$ cat config.mk
export PLATFORM = sky130hd
export DESIGN_NAME = qrs_disc
export DESIGN_NICKNAME = d
export VERILOG_FILES = /design/src/design/qrs_pkg.sv /design/src/design/qrs_disc.sv
export SDC_FILE = /design/constraint.sdc
export NUM_CORES = 1
export LEC_CHECK = 0
export BUFFER_PORTS_ARGS = -buffer_cell sky130_fd_sc_hd__buf_4
export CORE_MARGIN = 4
export CORE_UTILIZATION = 49
export DETAILED_ROUTE_END_ITERATION = 16
export PLACE_DENSITY = 0.65
export SKIP_CTS_REPAIR_TIMING = 1
export SYNTH_ARGS = -nofsm -noshare
export SYNTH_HDL_FRONTEND = slang
export SYNTH_SLANG_ARGS = --single-unit
$ cat constraint.sdc
create_clock -name clock -period 9.5 [get_ports clock]
set_input_delay 1.9 -clock clock [delete_from_list [all_inputs] [get_ports clock]]
set_output_delay 1.9 -clock clock [all_outputs]
set_load 0.005 [all_outputs]
$ cat src/design/qrs_pkg.sv
package qrs_pkg;

   localparam int COEFF_WIDTH = 16;
   localparam int FRAC_BITS   = 16;
   localparam int ROOT_WIDTH  = COEFF_WIDTH + FRAC_BITS + 2;

   localparam int PROD_WIDTH  = 2 * COEFF_WIDTH;
   localparam int DISC_WIDTH  = 2 * COEFF_WIDTH + 3;
   localparam int DIN_WIDTH   = 2 * (COEFF_WIDTH + 1);
   localparam int SQRT_PAIRS  = COEFF_WIDTH + 1 + FRAC_BITS;
   localparam int SQRT_WIDTH  = SQRT_PAIRS;
   localparam int SREM_WIDTH  = SQRT_WIDTH + 3;
   localparam int NUM_SWIDTH  = ROOT_WIDTH + 1;
   localparam int DEN_WIDTH   = COEFF_WIDTH + 1;
   localparam int DREM_WIDTH  = DEN_WIDTH + 1;

   typedef logic signed [COEFF_WIDTH-1:0] coeff_type;
   typedef logic signed [ROOT_WIDTH-1:0]  root_type;

   typedef struct packed {
      logic      flag;
      coeff_type a;
      coeff_type b;
   } side_type;

   typedef struct packed {
      logic flag;
      logic neg;
   } div_tag_type;

endpackage

$ cat src/design/qrs_disc.sv
module qrs_disc (
   input  logic                              clock,
   input  logic                              reset,
   input  logic                              enable,
   input  logic                              in_valid,
   input  qrs_pkg::coeff_type                in_a,
   input  qrs_pkg::coeff_type                in_b,
   input  qrs_pkg::coeff_type                in_c,
   output logic                              out_valid,
   output qrs_pkg::side_type                 out_side,
   output logic [qrs_pkg::DIN_WIDTH-1:0]     out_d
);

   logic                                   p_valid_ff;
   qrs_pkg::coeff_type                     p_a_ff, p_b_ff;
   logic signed [qrs_pkg::PROD_WIDTH-1:0]  bb_ff, bb_in;
   logic signed [qrs_pkg::PROD_WIDTH-1:0]  ac_ff, ac_in;
   logic signed [qrs_pkg::DISC_WIDTH-1:0]  disc;
   logic                                   d_valid_ff;
   qrs_pkg::side_type                      d_side_ff, d_side_in;
   logic [qrs_pkg::DIN_WIDTH-1:0]          d_ff, d_in;

   assign bb_in = in_b * in_b;
   assign ac_in = in_a * in_c;

   always_ff @(posedge clock) begin
      if (reset) begin
         p_valid_ff <= 1'b0;
      end else if (enable) begin
         p_valid_ff <= in_valid;
      end
   end

   always_ff @(posedge clock) begin
      if (enable) begin
         p_a_ff <= in_a;
         p_b_ff <= in_b;
         bb_ff  <= bb_in;
         ac_ff  <= ac_in;
      end
   end

   always_comb begin
      disc = qrs_pkg::DISC_WIDTH'(bb_ff) - (qrs_pkg::DISC_WIDTH'(ac_ff) <<< 2);
      d_side_in.flag = !disc[qrs_pkg::DISC_WIDTH-1] && (p_a_ff != '0);
      d_side_in.a    = p_a_ff;
      d_side_in.b    = p_b_ff;
      d_in           = disc[qrs_pkg::DIN_WIDTH-1:0];
   end

   always_ff @(posedge clock) begin
      if (reset) begin
         d_valid_ff <= 1'b0;
      end else if (enable) begin
         d_valid_ff <= p_valid_ff;
      end
   end

   always_ff @(posedge clock) begin
      if (enable) begin
         d_side_ff <= d_side_in;
         d_ff      <= d_in;
      end
   end

   assign out_valid = d_valid_ff;
   assign out_side  = d_side_ff;
   assign out_d     = d_ff;

endmodule

# Word-level counts from Yosys, hierarchy flattened
# Cells that the tools add are included.
[op_classes]
add_sub_neg = 1
mul = 2
div = 0
order_cmp = 0
n_eq_ne = 0
n_shift = 0
mux = 0
bitwise_logic = 0
n_reduce_logical = 3
[ops]
columns = ["operator", "count"]
rows = [
  ["$mul A16 B16 Y32", 2],
  ["$sub A32 B34 Y35", 1],
  ["$reduce_bool A16 Y1", 1],
  ["$logic_and A1 B1 Y1", 1],
  ["$logic_not A1 Y1", 1],
]
[totals]
register_bits = 165
latchBits = 0
mem_bits_rw = 0
mem_bits_ro = 0
input_bits = 52
out_inout_bits = 68
word_cells = 16
memories = 0

# Logic depth before layout (Yosys ltp)
[depth]
depth_word = 3
depth_mapped = 25
mapped_depth_nobuf = 24

# Worst setup path before layout
# OpenSTA, ideal clock, no wires.
[synth_path]
path_type = "in2reg"
start = "input in_b[15]"
end = "register bb_ff[30] in the netlist's numbering (data pin)"
setup_time_ns = 0.266
t_arrival_ns = 7.400
required_ns = 9.234
slack_ns = 1.834
cell_stages = 21
path_buffers = 2
cell_sequence = "clkbuf_1 -> clkbuf_1 -> nand2_1 -> fa_1 -> inv_1 -> fa_1 -> fa_1 -> fa_1 -> fa_1 -> inv_1 -> fa_1 -> inv_1 -> ha_1 -> and3_1 -> and2_1 -> a21oi_1 -> nor2_1 -> o22ai_2 -> o31ai_1 -> o41ai_1 -> xnor2_1"
[synth_between]
elab_chain_cells = 1
[synth_rtl]
columns = ["item", "line", "rtl"]
rows = [
  ["from (decl)", "qrs_disc.sv:7", "input qrs_pkg::coeff_type in_b,"],
  ["$mul A16 B16 Y32", "qrs_disc.sv:23", "assign bb_in = in_b * in_b;"],
  ["net bb_in (one bit)", "qrs_disc.sv:16", "logic signed [qrs_pkg::PROD_WIDTH-1:0] bb_ff, bb_in;"],
  ["to (signal assigned)", "qrs_disc.sv:38", "bb_ff <= bb_in;"],
  ["to (decl)", "qrs_disc.sv:16", ""],
]
# The timed path passes the listed nets, and every way through them passes these cells.
# A chain may end at the register's enable or synchronous reset.

# Final worst setup path
# Same ends and word-level chain as after synthesis.

==> metrics.md <==
| Metric | Value |
|---|---|
| Synth Net Count | `approximately 3200` |
| Hold crit path type | `reg2reg` |
| Post-layout minimum cycle time | `7.74 ns` |
| YS warnings | `0` |
| CP Capture Type | `flop` |
| IO Port Bufs | `118` |
| CTS HTree Levels | `4` |
| I/O Pins | `120` |
| Crit share post-route | `about four fifths` |
| Number of buffers created by CTS | `17` |
| CP Launch Type | `input pin` |
| Max-capacitance violation count | `0` |
| Starting Density | `between 40% and 50%` |
| Required time worst endpoint | `slightly below 10 ns` |
| Simple-gate area share of the yosys netlist | `between 10% and 20%` |
| Global Route Usage Sum | `between 20% and 30%` |
| Vias in the first global route | `about 18000` |
| Antenna violations before repair | `0` |
| Die W | `235 um` |
| Clk slew on worst S/H paths | `0.07 ns` |
| Finished Cell Area | `27200 um2` |
| Max FO, Critical Path | `19` |
| Final setup TNS | `0 ns` |
| Largest net degree at the start of global routing | `86` |
| Clk sink count | `161` |
| Routed Antenna Nets | `0` |
| Final hold vios | `0` |
| Final setup fails | `0` |
| Fin nets | `3277` |
| Clock Latency Late Sink | `0.47 ns` |
| CTS tree | `done` |
| Inst Count DP | `~3200` |
| Post-DP Area | `26600 um2` |
| DRC Markers | `0` |
| Layout Cells excl Fill | `3214` |
| Most frequent cells in the layout | `inv_1 (640), fa_1 (497), nand2_1 (219), ha_1 (199), and2_1 (173)` |
| CTS root buf | `clkbuf_16` |
| Largest family of logic cells by synthesized area | `adder cells` |
| Layout cells sized above 1 | `6.65%` |
| Vias | `16600` |
| Synth-to-Final Area Change | `8.31%` |
| DR WL/cell | `16.1 um` |
| Mux cell area share after synthesis | `less than 1%` |
| Synth Area per Inst | `around 10 um2` |
| Fin. max-slew vios | `0` |
| Most used DFF post-synth | `edfxtp_1` |
| Core box area | `50500 um2` |
| Tightest Pin Transition | `about 1 ns` |
| Crit path DAT | `7.96 ns` |
| Slew headroom | `33.0%` |
| Initial DRC Count | `960` |
| Yosys reg bits | `161` |
| Commonest non-fill, non-tap cell in the layout | `inv_1` |
| Clock Tree Buf Depth | `2` |
| Chip height | `235 um` |
| Crit path kind | `in2reg` |
| Highest clock rate | `0.129 GHz` |
| Area of the die | `55000 um2` |
| Overflow after GRT | `0` |
| Global-route wire length before repair | `between 80000 and 90000 um` |
| Setup Skew | `0.00737 ns` |
| Post-Synthesis Cells | `about 2500` |
| Post-DP HPWL | `42000 um` |
| Synth Area in Compound Gates | `6.04%` |
| RSZ-0062 raised after global routing | `no` |
| Mapped Area | `25100 um2` |
| DR vias/cell | `5.17` |
| Xor and xnor fraction of the mapped netlist area | `under 10%` |
| Async SR Flop Fraction | `0%` |
| EDFF count, synth | `159` |
| Sequential cell area fraction in the yosys report | `19.2%` |
| Run status | `finished clean` |
| DR pass1 iterations | `5` |
| WL final | `roughly 52000 um` |
| Number of distinct library cells after synthesis | `63` |
| Global placer's final weighted congestion | `0.889` |
| Post-synthesis adder-cell area fraction | `roughly half` |
| Cell row count | `82` |
| Diodes inserted | `0` |
flip-flops by register name, summed over array words and instances, names as in the netlist:
name and flops:
out_side 33, ac_ff 32, out_d 32, bb_ff 30
p_a_ff 16, p_b_ff 16, out_valid 1, p_valid_ff 1
cell usage after synthesis (3+ instances only):
cell type | n | area, um2
mux2i_1 | 3 | 30.0
o31ai_1 | 7 | 52.6
o41ai_1 | 3 | 26.3
a211oi_1 | 9 | 67.6
a31oi_1 | 9 | 56.3
nand2_1 | 219 | 822
edfxtp_1 | 159 | 4770
xnor2_1 | 81 | 709
o21ai_1 | 3 | 15.0
o21bai_1 | 12 | 90.1
nor2b_1 | 10 | 62.6
nor3_1 | 13 | 65.1
a31o_2 | 8 | 70.1
or3_1 | 4 | 25.0
a21oi_1 | 71 | 355
nand2b_1 | 14 | 87.6
o211ai_1 | 3 | 22.5
o21ai_0 | 25 | 125
clkbuf_1 | 66 | 248
and3_1 | 8 | 50.1
a21oi_2 | 3 | 26.3
o21a_1 | 10 | 75.1
nor2_1 | 79 | 297
a211o_1 | 3 | 26.3
ha_1 | 199 | 2490
xor2_1 | 24 | 210
a21o_1 | 34 | 255
nor4_1 | 6 | 37.5
nand4_1 | 8 | 50.1
fa_1 | 497 | 9950
a21boi_0 | 3 | 22.5
inv_1 | 640 | 2400
and2_1 | 173 | 1080
nand3_1 | 15 | 75.1
layer usage:
layer  wire (um)  vias up  global-route usage, %
met5           0        -                      0
met2       26600      344                   35.0
met1       21700     8596                   27.5
met4        1150        0                   6.09
met3        2240       67                   2.70
li1            -     7622                      -
layout make-up:
cell class | instances | area [um2]
well taps | 672 | 841
clock buffers | 17 | 425
clock inverters | 15 | 204
inverters | 640 | 2400
repair buffers | 119 | 897
multi-input cells | 1590 | 17600
flip-flops and latches | 161 | 4810
fillers | 4565 | 23200
worst max-delay path, cell delays in order:
cell,delay (ns)
buf_4,0.22
inv_1,0.28
nor2_1,0.30
fa_1,0.62
fa_1,0.90
fa_1,0.54
fa_1,0.50
fa_1,0.49
inv_1,0.05
fa_1,0.47
inv_1,0.04
ha_1,0.30
and3_1,0.17
and2_1,0.19
a21oi_1,0.13
nor2_1,0.06
o22ai_2,0.21
o31ai_1,0.15
o41ai_1,0.32
xnor2_1,0.11
logic make-up (layout without fill, tap and decap cells):
kind of cell	after synthesis	after routing
AO/OA/AOI/OAI	226	226
flip-flops	161	161
multiplexers	3	3
adder cells (fa/ha/maj)	696	696
AND/OR/NAND/NOR	559	559
XOR/XNOR	105	105
other	1	1
buffers and inverters	710	791
final timing paths:
check	from	end	slack (ns)	depth (start not counted)
setup reg to reg	bb_ff[2]$_DFFE_PP_	out_d[24]$_DFFE_PP_	6.12	12
hold / removal	p_b_ff[6]$_DFFE_PP_	out_side[6]$_DFFE_PP_	0.42	0
setup / recovery	in_b[15]	bb_ff[30]$_DFFE_PP_	1.76	20
hold reg to reg	p_b_ff[6]$_DFFE_PP_	out_side[6]$_DFFE_PP_	0.42	0
per-stage QoR:
| stage | setup slack (ns) | hold slack [ns] | util (%) |
|---|---|---|---|
| after floorplan | 1.83 | 0.400 | - |
| after global placement | 1.39 | 0.401 | 52.7 |
| after detailed placement | 1.28 | 0.406 | 52.7 |
| after CTS | 1.79 | 0.418 | 53.9 |
| after global routing | 1.33 | 0.421 | 53.9 |
| final | 1.76 | 0.418 | 53.9 |
Power is not shown: default switching activity piles up to over one toggle a cycle in this logic, so the estimate is an artifact.
