--- config.mk ---
export PLATFORM = sky130hd
export DESIGN_NAME = qrs_div
export DESIGN_NICKNAME = d
export VERILOG_FILES = /design/src/design/qrs_pkg.sv /design/src/design/qrs_div.sv
export SDC_FILE = /design/constraint.sdc
export NUM_CORES = 2
export LEC_CHECK = 0
export ABC_AREA = 1
export BUFFER_PORTS_ARGS = -buffer_cell sky130_fd_sc_hd__buf_2
export CAP_MARGIN = 40
export CORE_MARGIN = 3
export CORE_UTILIZATION = 45
export DETAILED_ROUTE_END_ITERATION = 10
export PLACE_DENSITY_LB_ADDON = 0.08
export SLEW_MARGIN = 20
export SYNTH_ARGS = -nofsm -noshare
export SYNTH_HDL_FRONTEND = slang
export SYNTH_SLANG_ARGS = --single-unit
export TNS_END_PERCENT = 20
--- constraint.sdc ---
create_clock -name clock -period 6.2 [get_ports clock]
set_clock_uncertainty 0.15 [all_clocks]
set_input_delay 0.31 -clock clock [delete_from_list [all_inputs] [get_ports clock]]
set_output_delay 0.31 -clock clock [all_outputs]
set_load 0.05 [all_outputs]
--- src/design/qrs_pkg.sv ---
package qrs_pkg;

   localparam int COEFF_WIDTH = 16;
   localparam int FRAC_BITS   = 16;
   localparam int ROOT_WIDTH  = COEFF_WIDTH + FRAC_BITS + 2;

   localparam int PROD_WIDTH  = 2 * COEFF_WIDTH;
   localparam int DISC_WIDTH  = 2 * COEFF_WIDTH + 3;
   localparam int DIN_WIDTH   = 2 * (COEFF_WIDTH + 1);
   localparam int SQRT_PAIRS  = COEFF_WIDTH + 1 + FRAC_BITS;
   localparam int SQRT_WIDTH  = SQRT_PAIRS;
   localparam int SREM_WIDTH  = SQRT_WIDTH + 3;
   localparam int NUM_SWIDTH  = ROOT_WIDTH + 1;
   localparam int DEN_WIDTH   = COEFF_WIDTH + 1;
   localparam int DREM_WIDTH  = DEN_WIDTH + 1;

   typedef logic signed [COEFF_WIDTH-1:0] coeff_type;
   typedef logic signed [ROOT_WIDTH-1:0]  root_type;

   typedef struct packed {
      logic      flag;
      coeff_type a;
      coeff_type b;
   } side_type;

   typedef struct packed {
      logic flag;
      logic neg;
   } div_tag_type;

endpackage

--- src/design/qrs_div.sv ---
module qrs_div (
   input  logic                              clock,
   input  logic                              reset,
   input  logic                              enable,
   input  logic                              in_valid,
   input  qrs_pkg::div_tag_type              in_tag,
   input  logic [qrs_pkg::ROOT_WIDTH-1:0]    in_num,
   input  logic [qrs_pkg::DEN_WIDTH-1:0]     in_den,
   output logic                              out_valid,
   output qrs_pkg::div_tag_type              out_tag,
   output logic [qrs_pkg::ROOT_WIDTH-1:0]    out_quo
);

   localparam int N = qrs_pkg::ROOT_WIDTH;

   logic                               valid_ff [N];
   qrs_pkg::div_tag_type               tag_ff   [N];
   logic [qrs_pkg::ROOT_WIDTH-1:0]     num_ff   [N];
   logic [qrs_pkg::DEN_WIDTH-1:0]      den_ff   [N];
   logic [qrs_pkg::DREM_WIDTH-1:0]     rem_ff   [N];
   logic [qrs_pkg::ROOT_WIDTH-1:0]     quo_ff   [N];

   for (genvar k = 0; k < N; k++) begin : g_step
      logic                               prev_valid;
      qrs_pkg::div_tag_type               prev_tag;
      logic [qrs_pkg::ROOT_WIDTH-1:0]     prev_num;
      logic [qrs_pkg::DEN_WIDTH-1:0]      prev_den;
      logic [qrs_pkg::DREM_WIDTH-1:0]     prev_rem;
      logic [qrs_pkg::ROOT_WIDTH-1:0]     prev_quo;
      logic [qrs_pkg::DREM_WIDTH-1:0]     shifted;
      logic [qrs_pkg::DREM_WIDTH-1:0]     rem_in;
      logic [qrs_pkg::ROOT_WIDTH-1:0]     quo_in;

      if (k == 0) begin : g_first
         assign prev_valid = in_valid;
         assign prev_tag   = in_tag;
         assign prev_num   = in_num;
         assign prev_den   = in_den;
         assign prev_rem   = '0;
         assign prev_quo   = '0;
      end else begin : g_next
         assign prev_valid = valid_ff[k-1];
         assign prev_tag   = tag_ff[k-1];
         assign prev_num   = num_ff[k-1];
         assign prev_den   = den_ff[k-1];
         assign prev_rem   = rem_ff[k-1];
         assign prev_quo   = quo_ff[k-1];
      end

      always_comb begin
         shifted = {prev_rem[qrs_pkg::DREM_WIDTH-2:0], prev_num[N-1-k]};
         if (shifted >= {1'b0, prev_den}) begin
            rem_in = shifted - {1'b0, prev_den};
            quo_in = {prev_quo[N-2:0], 1'b1};
         end else begin
            rem_in = shifted;
            quo_in = {prev_quo[N-2:0], 1'b0};
         end
      end

      always_ff @(posedge clock) begin
         if (reset) begin
            valid_ff[k] <= 1'b0;
         end else if (enable) begin
            valid_ff[k] <= prev_valid;
         end
      end

      always_ff @(posedge clock) begin
         if (enable) begin
            tag_ff[k] <= prev_tag;
            num_ff[k] <= prev_num;
            den_ff[k] <= prev_den;
            rem_ff[k] <= rem_in;
            quo_ff[k] <= quo_in;
         end
      end
   end

   assign out_valid = valid_ff[N-1];
   assign out_tag   = tag_ff[N-1];
   assign out_quo   = quo_ff[N-1];

endmodule

# After elaboration in Yosys (flattened, before gate mapping)
# Memory sizes are Yosys's and may differ from the RTL's.
# Index checks and enable logic that the tools add are counted.
# op_classes
add_sub_neg,34
order_cmp,34
n_mux,108
n_bitwise,34
# op_table
operator,count
$mux 18,34
$ge 18x17->1,33
$sub 18x17->18,33
$mux 1,74
$or 1x1->1,34
$sub 1x17->18,1
$ge 1x17->1,1
# totals
reg_bits,0
ram_bits,3604
in_bits,57
out_inout_bits,37
elab_cells,216
n_memories,6
# mem_list
name,depth,width,read_ports,rd_clocked_by_memory_dff,wr,line_no,rtl
num_ff,34,34,33,0,34,qrs_div.sv:18,logic [qrs_pkg::ROOT_WIDTH-1:0] num_ff [N];
quo_ff,34,34,34,0,34,qrs_div.sv:21,logic [qrs_pkg::ROOT_WIDTH-1:0] quo_ff [N];
rem_ff,34,18,33,0,34,qrs_div.sv:20,logic [qrs_pkg::DREM_WIDTH-1:0] rem_ff [N];
den_ff,34,17,33,0,34,qrs_div.sv:19,logic [qrs_pkg::DEN_WIDTH-1:0] den_ff [N];
tag_ff,34,2,34,0,34,qrs_div.sv:17,qrs_pkg::div_tag_type tag_ff [N];
valid_ff,34,1,34,0,34,qrs_div.sv:16,logic valid_ff [N];

# Longest topological paths before layout
# depth
word_depth,4
mapped_depth,15
mapped_depth_nobuf,14

# Worst setup path after synthesis
# No wires, ideal clock.
# synth_path
kind,flip-flop to flip-flop
from,memory num_ff[31][1] (netlist bit)
to,memory rem_ff[32][2] (netlist bit) (data pin)
setup_time_ps,252
arrival_time_ps,1870
t_required_ps,5798
path_slack_ps,3928
path_stages_with_launch,16
path_buffers,1
period_less_slack_ps,2272
cell_sequence,edfxtp_1 -> inv_1 -> ha_1 -> inv_1 -> fa_1 -> nand2_1 -> nand2_1 -> nand3b_1 -> nand2_2 -> nand2_2 -> nand2_2 -> nand2_4 -> nand2_4 -> buf_12 -> nand2_2 -> nand2_1
# synth_lines
item,line_no
from (decl),qrs_div.sv:18
to (decl),qrs_div.sv:20

==> impl_metrics.ini <==
[finish]
postLayoutCellArea_sq_um = 133000
area_delta_synth_final_pct = 11.9
fillers = 23964
fin_cells = 16041
drive_above_1_share_pct = 7.94
regArea_sq_um = 71500
nets = 12964
multi_input_area_sq_um = 38000

[clock_network]
cts_root_buf = clkbuf_16
cts_buffers = 271
clk-insertion-delay-late_ns = 0.87
h-tree-depth = 5
clockBufferDepth = 4
tritoncts = yes
cts_sinks = 2380
clk_pin_slew_ns = 0.06
post_cts_buffers = 0

[floorplanning]
num_rows = 188
start_util_pct = 45.3
fp.dieH_microns = 520
die_w_microns = 520
io_pins = 94
dieArea_sq_um = 270000
core_area_sq_um = 263000

[place]
routabilityCongestion = 0.907
placed_area_sq_um = 123000
dp_hpwl_mm = 200
dp_cells = 15447
port_buffers = 93
pre_cts_ws_ns = 3.28

[sta]
fin_crit_ns = 2.95
min_period_over_period_pct = 47.5
fin_tns_setup_ns = 0
slew_headroom_pct = 30.0
drv_slew = 0
finalSetupViolations = 0
rsz0062_at_grt = false
setup_ws_ns = 3.25
worst_slew_pin_slew_ns = 1.05
hold_viol_final = 0
finalHoldWorstSlack_ns = 0.0765
fmax_mhz = 339

[yosys]
synthXorXnorAreaFrac_pct = 1.66
synthTopCellsByArea = edfxtp_1, nand2_1, inv_1
ys_seq_area_share_pct = 60.1
ys_warn_count = 0
postSynthAreaPerCell_sq_um = 9.97
postSynthCellCount = 11922
synthArstFlopShare_pct = 0
yosys-top-cells-count = nand2_1, edfxtp_1, inv_1, nand3_1, ha_1
synth_fp_nets = 12574
synth_cell_types = 39
yosys.area_share.simple_pct = 22.2
yosysTopAreaCellShare_pct = 60.1
yosys.area_share.adder_pct = 6.46
syn_area_sq_um = 119000
synth_ff_type = edfxtp_1
synth.largest_area_cell = edfxtp_1
yosys_register_bits = 2380
synth_top_family_by_area = simple AND/OR/NAND/NOR gates
synth-compound-area-share_pct = 1.63
synth.mux.area_fraction_pct = 0
synth_edf_count = 2380
synth.most_common_cell = nand2_1

[global_route]
antenna_found_initial = 4
grt-ovfl-total = 0
grtUsageTotal_pct = 19.9
grt_pass1_vias = 74609
grt_pass1_wl_mm = 424
grt_max_degree = 176

[critical_path]
max_stage_delay_ns = 0.40
crit_top_cell = nand2_1
cp_cell_sequence = inv_1, ha_1, inv_1, fa_1, nand2_1, nand2_2, nand3_2, nand2_2, nand2_1, nand2_1, nand2_4, nand2_4, nand2_1, nand2_1
cp.arrival_ns = 3.40
crit_path_end_kind = flop
crit_type = flop to flop
critPathRequiredTime_ns = 6.65
cp-start-kind = flop
crit_path_max_fanout = 18
slowest_stage = edfxtp_1

[route]
drc_errors = 0
wire_per_inst_microns = 17.0
wl_mm = 273
post_drt_via_cell_ratio = 4.83
drtIter0Drc = 5860
first_pass_iters = 7
ant_nets = 0
vias = 77555

[min_path]
hold_class = input port to flop

[run_status]
status = finished, final reports clean

[flow_run]
maxCapViolations = 0

[power_and_ir_drop]
powerDensity_nw_per_um2 = 476
ir_drop_uv = 260
p_leak_nw = 62.1
[path summary, 6_finish.rpt]
| kind | from | endpoint | slack, ns | cells past startpoint |
|---|---|---|---|---|
| hold reg to reg | num_ff[2][8] | num_ff[3][8] | 0.23 | 0 |
| setup reg to reg | num_ff[17][15] | rem_ff[18][12] | 3.25 | 14 |
| hold / removal | in_num[11] | num_ff[0][11] | 0.08 | 2 |
| setup / recovery | num_ff[17][15] | rem_ff[18][12] | 3.25 | 14 |
[stage by stage]
| step | total power, mW | utilization (%) |
|---|---|---|
| floorplan | 41.2 | - |
| global placement | 47.5 | 46.9 |
| detailed placement | 47.6 | 46.9 |
| CTS | 64.0 | 50.7 |
| global route | 68.2 | 50.7 |
| finish | 63.3 | 50.7 |
[layout by cell type (no fill, tap or decap), types with 7 or more instances in the layout]
cell type / netlist / layout
clkbuf_16: 0 / 279
clkinv_1: 2 / 52
a31oi_1: 7 / 7
o21ai_2: 15 / 15
inv_6: 0 / 14
o21a_1: 13 / 13
nor3_1: 46 / 46
buf_2: 18 / 92
nand3_1: 900 / 900
clkinv_2: 0 / 32
nor2_4: 31 / 31
bufinv_16: 0 / 26
nand2_4: 60 / 60
and2_1: 47 / 47
buf_12: 13 / 14
inv_1: 2181 / 2181
nand2_1: 4034 / 4034
a21oi_2: 15 / 15
nor2_2: 42 / 42
nand3_2: 7 / 7
nor2_1: 408 / 408
clkinvlp_4: 0 / 14
buf_4: 63 / 22
nand3b_1: 38 / 38
or2_0: 17 / 17
or2_1: 31 / 31
edfxtp_1: 2380 / 2380
clkbuf_1: 3 / 55
a21oi_1: 296 / 296
nand2_2: 250 / 250
inv_2: 30 / 30
dlygate4sd3_1: 0 / 106
and3_1: 30 / 30
xor2_1: 193 / 193
xnor2_1: 33 / 33
fa_1: 32 / 32
nor4_4: 30 / 30
ha_1: 563 / 563
nand4_1: 54 / 54
[power breakdown]
group	total (mW)	switching (mW)	internal, mW
clock	15.8	6.43	9.39
combinational	23.8	15.9	7.88
sequential	23.7	2.02	21.7
[area by class of cell]
cell class,count,area share [%]
antenna,2,0.00376
clock buffer,334,5.40
clock inverter,151,1.23
inverter,2213,6.24
multi-input combinational,7210,28.6
sequential,2380,53.7
tap,3515,3.31
timing repair buffer,236,1.52
[layer usage]
metal  GRT usage, %  wire (microns)  vias up
li1               -               -    39269
met1           28.4          128000    36268
met2           31.6          124000     1630
met3           2.99           12900      388
met4           5.48            7190        0
met5              0               0        -
[sequential cells by signal, summed over array words and instances, names as in the netlist]
name      cells
tag_ff       68
num_ff      561
valid_ff     34
quo_ff      595
den_ff      561
rem_ff      561
[timing repair]
item	CTS	global route
resized for setup	0	0
hold buffers	106	0
hold endpoints to repair	187	0
setup endpoints to repair	0	0
[worst max-delay path, delay by kind of cell (launching register included)]
family / cells / cell delay, ns
and+or+nand+nor: 10 / 1.42
adders and majority gates: 2 / 0.54
DFF: 1 / 0.40
buffers and inverters: 2 / 0.14
[cells by family after synthesis]
logic type / Yosys count
AND/OR/NAND/NOR: 6034
flip-flops: 2380
XOR/XNOR: 226
buffers and inverters: 2332
adder cells (fa/ha/maj): 595
AO/OA/AOI/OAI: 355
Note: power is estimated with default switching activity, not from simulation.
