<file path="config.mk">
export PLATFORM = sky130hd
export DESIGN_NAME = qrs_sqrt
export DESIGN_NICKNAME = d
export VERILOG_FILES = /design/src/design/qrs_pkg.sv /design/src/design/qrs_sqrt.sv
export SDC_FILE = /design/constraint.sdc
export NUM_CORES = 2
export LEC_CHECK = 0
export BUFFER_PORTS_ARGS = -buffer_cell sky130_fd_sc_hd__buf_2
export CORE_MARGIN = 4
export CORE_UTILIZATION = 31
export DETAILED_ROUTE_END_ITERATION = 6
export PLACE_DENSITY = 0.43
export SYNTH_ARGS = -nofsm -noshare
export SYNTH_HDL_FRONTEND = slang
export SYNTH_MEMORY_MAX_BITS = 65536
export SYNTH_SLANG_ARGS = --single-unit
</file>
<file path="constraint.sdc">
create_clock -name clock -period 10.1 [get_ports clock]
set_clock_uncertainty 0.1 [all_clocks]
set_input_delay 0 -clock clock [delete_from_list [all_inputs] [get_ports clock]]
set_output_delay 0 -clock clock [all_outputs]
set_load 0.005 [all_outputs]
</file>
<file path="src/design/qrs_pkg.sv">
package qrs_pkg;

   localparam int COEFF_WIDTH = 16;
   localparam int FRAC_BITS   = 16;
   localparam int ROOT_WIDTH  = COEFF_WIDTH + FRAC_BITS + 2;

   localparam int PROD_WIDTH  = 2 * COEFF_WIDTH;
   localparam int DISC_WIDTH  = 2 * COEFF_WIDTH + 3;
   localparam int DIN_WIDTH   = 2 * (COEFF_WIDTH + 1);
   localparam int SQRT_PAIRS  = COEFF_WIDTH + 1 + FRAC_BITS;
   localparam int SQRT_WIDTH  = SQRT_PAIRS;
   localparam int SREM_WIDTH  = SQRT_WIDTH + 3;
   localparam int NUM_SWIDTH  = ROOT_WIDTH + 1;
   localparam int DEN_WIDTH   = COEFF_WIDTH + 1;
   localparam int DREM_WIDTH  = DEN_WIDTH + 1;

   typedef logic signed [COEFF_WIDTH-1:0] coeff_type;
   typedef logic signed [ROOT_WIDTH-1:0]  root_type;

   typedef struct packed {
      logic      flag;
      coeff_type a;
      coeff_type b;
   } side_type;

   typedef struct packed {
      logic flag;
      logic neg;
   } div_tag_type;

endpackage

</file>
<file path="src/design/qrs_sqrt.sv">
module qrs_sqrt (
   input  logic                               clock,
   input  logic                               reset,
   input  logic                               enable,
   input  logic                               in_valid,
   input  qrs_pkg::side_type                  in_side,
   input  logic [qrs_pkg::DIN_WIDTH-1:0]      in_d,
   output logic                               out_valid,
   output qrs_pkg::side_type                  out_side,
   output logic [qrs_pkg::SQRT_WIDTH-1:0]     out_root
);

   localparam int N = qrs_pkg::SQRT_PAIRS;

   logic                               valid_ff [N];
   qrs_pkg::side_type                  side_ff  [N];
   logic [qrs_pkg::DIN_WIDTH-1:0]      d_ff     [N];
   logic [qrs_pkg::SREM_WIDTH-1:0]     rem_ff   [N];
   logic [qrs_pkg::SQRT_WIDTH-1:0]     root_ff  [N];

   for (genvar k = 0; k < N; k++) begin : g_step
      localparam int I = N - 1 - k;

      logic                               prev_valid;
      qrs_pkg::side_type                  prev_side;
      logic [qrs_pkg::DIN_WIDTH-1:0]      prev_d;
      logic [qrs_pkg::SREM_WIDTH-1:0]     prev_rem;
      logic [qrs_pkg::SQRT_WIDTH-1:0]     prev_root;
      logic [1:0]                         pair;
      logic [qrs_pkg::SREM_WIDTH-1:0]     shifted;
      logic [qrs_pkg::SREM_WIDTH-1:0]     trial;
      logic [qrs_pkg::SREM_WIDTH-1:0]     rem_in;
      logic [qrs_pkg::SQRT_WIDTH-1:0]     root_in;

      if (k == 0) begin : g_first
         assign prev_valid = in_valid;
         assign prev_side  = in_side;
         assign prev_d     = in_d;
         assign prev_rem   = '0;
         assign prev_root  = '0;
      end else begin : g_next
         assign prev_valid = valid_ff[k-1];
         assign prev_side  = side_ff[k-1];
         assign prev_d     = d_ff[k-1];
         assign prev_rem   = rem_ff[k-1];
         assign prev_root  = root_ff[k-1];
      end

      if (I >= qrs_pkg::FRAC_BITS) begin : g_pair
         assign pair = prev_d[2*(I-qrs_pkg::FRAC_BITS)+1 -: 2];
      end else begin : g_zero
         assign pair = 2'b00;
      end

      always_comb begin
         shifted = {prev_rem[qrs_pkg::SREM_WIDTH-3:0], pair};
         trial   = qrs_pkg::SREM_WIDTH'({prev_root, 2'b01});
         if (shifted >= trial) begin
            rem_in  = shifted - trial;
            root_in = {prev_root[qrs_pkg::SQRT_WIDTH-2:0], 1'b1};
         end else begin
            rem_in  = shifted;
            root_in = {prev_root[qrs_pkg::SQRT_WIDTH-2:0], 1'b0};
         end
      end

      always_ff @(posedge clock) begin
         if (reset) begin
            valid_ff[k] <= 1'b0;
         end else if (enable) begin
            valid_ff[k] <= prev_valid;
         end
      end

      always_ff @(posedge clock) begin
         if (enable) begin
            side_ff[k] <= prev_side;
            d_ff[k]    <= prev_d;
            rem_ff[k]  <= rem_in;
            root_ff[k] <= root_in;
         end
      end
   end

   assign out_valid = valid_ff[N-1];
   assign out_side  = side_ff[N-1];
   assign out_root  = root_ff[N-1];

endmodule

</file>
# Word level (Yosys, flattened, before mapping)
# Memories as Yosys holds them, arrays and structs flattened.
# Index checks and enable logic that the tools add are counted.
word_totals:
  ram_bits: 4521
  memories: 5
  regBits: 0
  in_bits: 71
  word_cells: 209
  latch_bits: 0
  romBits: 0
op_classes:
  n_shift: 0
  addsub: 33
  n_mux: 105
  n_reduce_logical: 0
  order_cmp: 33
  n_mul: 0
  eq_ne: 0
  n_div: 0
  bitwise: 33
memory_table:
  columns: ["memory", "words", "width", "rd", "rd_ports_with_merged_regs", "write_ports", "line", "source"]
  rows:
  - ["rem_ff", 33, 36, 32, 0, 33, "qrs_sqrt.sv:18", "logic [qrs_pkg::SREM_WIDTH-1:0] rem_ff [N];"]
  - ["d_ff", 33, 34, 32, 0, 33, "qrs_sqrt.sv:17", "logic [qrs_pkg::DIN_WIDTH-1:0] d_ff [N];"]
  - ["root_ff", 33, 33, 33, 0, 33, "qrs_sqrt.sv:19", "logic [qrs_pkg::SQRT_WIDTH-1:0] root_ff [N];"]
  - ["side_ff", 33, 33, 33, 0, 33, "qrs_sqrt.sv:16", "qrs_pkg::side_type side_ff [N];"]
  - ["valid_ff", 33, 1, 33, 0, 33, "qrs_sqrt.sv:15", "logic valid_ff [N];"]
ops:
  columns: ["operator", "count"]
  rows:
  - ["2-to-1 mux 36 bit", 33]
  - ["greater-or-equal comparator 36 x 35 -> 1 bit", 32]
  - ["subtractor 36 x 35 -> 36 bit", 32]
  - ["2-to-1 mux 1 bit", 72]
  - ["bitwise OR 1 bit", 33]
  - ["subtractor 2 x 1 -> 3 bit (second input constant)", 1]
  - ["greater-or-equal comparator 2 x 1 -> 1 bit (second input constant)", 1]

# Logic depth before layout (Yosys ltp)
logic_depth:
  ltp_word: 4
  mapped_depth: 14
  mapped_depth_nobuf: 13

# Worst setup path after synthesis
# No wires, ideal clock.
synth_timing:
  path_type: "register -> register"
  startpoint: "memory rem_ff[0][901] in the netlist's numbering"
  endpoint: "memory rem_ff[0][951] in the netlist's numbering, data pin"
  arrival_ns: 3.528
  t_required_ns: 9.740
  path_slack_ns: 6.212
  setup_time_ns: 0.260
  path_stages_with_launch: 13
  path_cell_list: "edfxtp_1 -> inv_1 -> ha_1 -> fa_1 -> a21oi_1 -> o21ai_0 -> a2111oi_2 -> nor4_1 -> o31ai_1 -> a21oi_1 -> a2111oi_2 -> buf_2 -> mux2_2"
synth_rtl:
  columns: ["element", "line"]
  rows:
  - ["start, declared", "qrs_sqrt.sv:18"]

==> out/summary.txt <==
Element type at the critical path start: flop
Req. time, crit path: 10660 ps
Worst Hold Class: in -> reg
Maximum fanout along the worst path: 33
End-of-flow core utilization: 36.0%
Power share of the clock group: 35.2%
RSZ-0062 raised after global routing: false
Vias in the first global route: 75.9k
Int Power: 0.0250 W
Routability cong.: 0.841
Area grow syn2layout: 15.4%
Initial antenna violation count: 8
ANT nets after route: 0
Die Area: 434000 sq um
Min setup slack post-route: 5260 ps
Fin. Hold Viols: 0
TritonCTS clock tree: yes
Via density: 4.69
Wire per inst: 17.6 microns
Core region area: 421000 sq um
1st-iter DRT viols: 5095
GRT overflow: 0
Worst Tran Pin Value: 1170 ps
Syn nets: 10.2k
Root buffer cell: clkbuf_16
Clock transition at the registers of the reported paths: 60 ps
I/O pins: 138
Mapped cell area: 131000 sq um
Critical Path Max Stage Delay: 750 ps
Yosys warnings: 0
Seq/Total Area, Yosys: 68.0%
Pins Over Slew Limit: 0
Total power: 0.0345 W
Most common cell after layout, fill and taps aside: edfxtp_1
Layout Cells excl Fill: 16.0k
Pin count of the biggest net entering global routing: 184
Critical path arrival: 5410 ps
CP Class: reg -> reg
Synth Flop Type: edfxtp_1
Max-Cap Viols: 0
Post-synth cell types: 92
Die X: 659 microns
Post-CTS Setup Bufs: 0
Cell taking the most area after synthesis: edfxtp_1
Yosys reg bits: 2977
Power Density: 228 nW/um^2
Layout cells sized above 1: 7.98%
Worst-path cell with the longest stage delay: inv_1
Initial core utilization: 31.2%
Post-CTS resize count: 0
Finish-stage setup viols: 0
Die height: 659 microns
Setup TNS: 0 ps
TritonCTS Sinks: 2977
CP bufs+invs: 4
Tot GR Track Use: 12.6%
Post-synth ARST share: 0%
Place WS: 5350 ps
Sequential share of power: 47.6%
Outcome: finished clean
Syn_area_per_cell: 13.7 sq um
Top cell type's share of synthesized area: 68.0%
FMAX: 206 MHz
Final wirelength: 281000 microns
Leak: 56.0 nW
Peak VDD IR: 0.000160 V
Row cnt: 238
Switching power: 0.00957 W
Number of flops mapped to enable cells by yosys: 2977
Worst path top cell family by delay: compound AO/OA/AOI/OAI gates
Via count: 75.0k
DRC Markers: 0
Fill cells: 40.4k
DP Wirelength: 195000 microns
CTS Buf Count: 351
Final period util: 48.0%
Nets: 10.7k
Buffers added on ports: 137
H-tree levels: 5
Switching part of the total power: 27.7%
Worst slew margin: 21.9%
CP Cell Sequence: inv_1, ha_1, fa_1, a21o_1, o2bb2ai_1, o31ai_1, buf_4, o31ai_1, o221ai_1, o31ai_1, nor3_2, buf_4, inv_1, nand4_1, xnor2_1
Clk_lat worst skew: 920 ps
Minimum clock period after layout: 4840 ps
Synth area leaders: edfxtp_1 (68%), ha_1 (5.4%), xnor2_1 (3.0%), xor2_1 (2.5%), a21oi_1 (2.4%)
DP Cell Count: 15.2k
Comb pwr share: 17.3%
Commonest cells after routing, fill and taps aside: edfxtp_1 (2977), inv_1 (717), a21oi_1 (630)
Global-route wire length before repair: 439000 microns
Most used cell along the critical path: o31ai_1
CP Capture Type: flop
Detailed Routing Iterations Pass 1: 6
Mapped Cells: 9557
Clock tree buffer depth: 4
-- synth_stat cells, drive strengths merged, types with 52 or more instances --
| cell type | n |
|---|---|
| and2 | 54 |
| or4 | 59 |
| o21bai | 86 |
| nor4 | 122 |
| xor2 | 381 |
| or3 | 84 |
| clkbuf | 142 |
| o21a | 92 |
| a21o | 228 |
| nor2b | 69 |
| ha | 565 |
| nand2 | 581 |
| inv | 722 |
| xnor2 | 448 |
| nor3 | 215 |
| edfxtp | 2977 |
| mux2 | 75 |
| a211oi | 56 |
| nor2 | 621 |
| nand2b | 108 |
| a21oi | 630 |
| a31oi | 52 |
| nand3 | 136 |
| nand4 | 93 |
| o21ai | 455 |
-- stage by stage --
step | hold slack [ps] | cell area [sq um]
after floorplan | -1.13 | 131000
after global placement | 77.0 | 139000
after detailed placement | 78.1 | 139000
after CTS | 0.536 | 152000
after global routing | 30.2 | 152000
final | 78.4 | 152000
-- timing repair --
item,CTS,global route
hold endpoints to repair,635,0
hold buffers,140,0
setup endpoints to repair,0,0
-- worst paths after layout --
path              cells after the start               to  slack, ps       startpoint
hold / removal                        2   side_ff[0][32]         80           enable
hold reg to reg                       0  side_ff[1][173]        300  side_ff[1][140]
setup / recovery                     15  rem_ff[0][1077]       5260  rem_ff[0][1009]
setup reg to reg                     15  rem_ff[0][1077]       5260  rem_ff[0][1009]
-- worst reg2reg max path, stage by stage, from the launching register on --
cell       delay (ps)
edfxtp_1          450
inv_1             120
ha_1              210
fa_1              220
a21o_1            150
o2bb2ai_1         190
o31ai_1           130
buf_4             170
o31ai_1           550
o221ai_1          330
o31ai_1           470
nor3_2             70
buf_4             250
inv_1             770
nand4_1           230
xnor2_1           180
-- routing by layer --
layer	track usage (%)	vias to the layer above	wire length (microns)	part of all wire, %
met5	0	-	0	0
met4	3.83	0	8500	3.0
met3	2.14	495	11900	4.2
met2	21.1	1403	133000	47
met1	16.8	36400	128000	45
li1	-	36700	-	-
-- power by group through the flow --
stage,registers (W),clock network (W),logic (W)
final,0.0164,0.0121,0.00596
after global routing,0.0166,0.0133,0.00670
after CTS,0.0165,0.0127,0.00599
after detailed placement,0.0167,0,0.00590
after global placement,0.0167,0,0.00583
after floorplan,0.0161,0,0.00435
-- kinds of logic (layout without fill, tap and decap cells) --
kind of cell	Yosys count	after routing	synth area share, %
flops	2977	2977	68.0
xor+xnor	829	829	5.53
fa+ha+maj	580	580	5.61
compound gates	1873	1873	8.82
buf+inv	878	1681	2.52
simple gates	2336	2336	8.77
mux	83	83	0.704
other cells	1	4	0.00285
-- layout make-up --
cell class	count	area, sq um	share of cell area, %
Tap cell	5640	7060	4.66
Clock buffer	431	9170	6.05
Multi-Input combinational cell	5702	38700	25.5
Antenna cell	3	7.51	0.00495
Clock inverter	186	1760	1.16
Inverter	723	2710	1.79
Timing Repair Buffer	341	2760	1.82
Sequential cell	2977	89400	59.0
-- flip-flops by register name, indices dropped and copies added, names as in the netlist --
| signal | count |
|---|---|
| valid_ff | 33 |
| root_ff | 546 |
| side_ff | 1089 |
| d_ff | 272 |
| rem_ff | 1037 |
No activity file was read; power rests on OpenSTA's default activity.
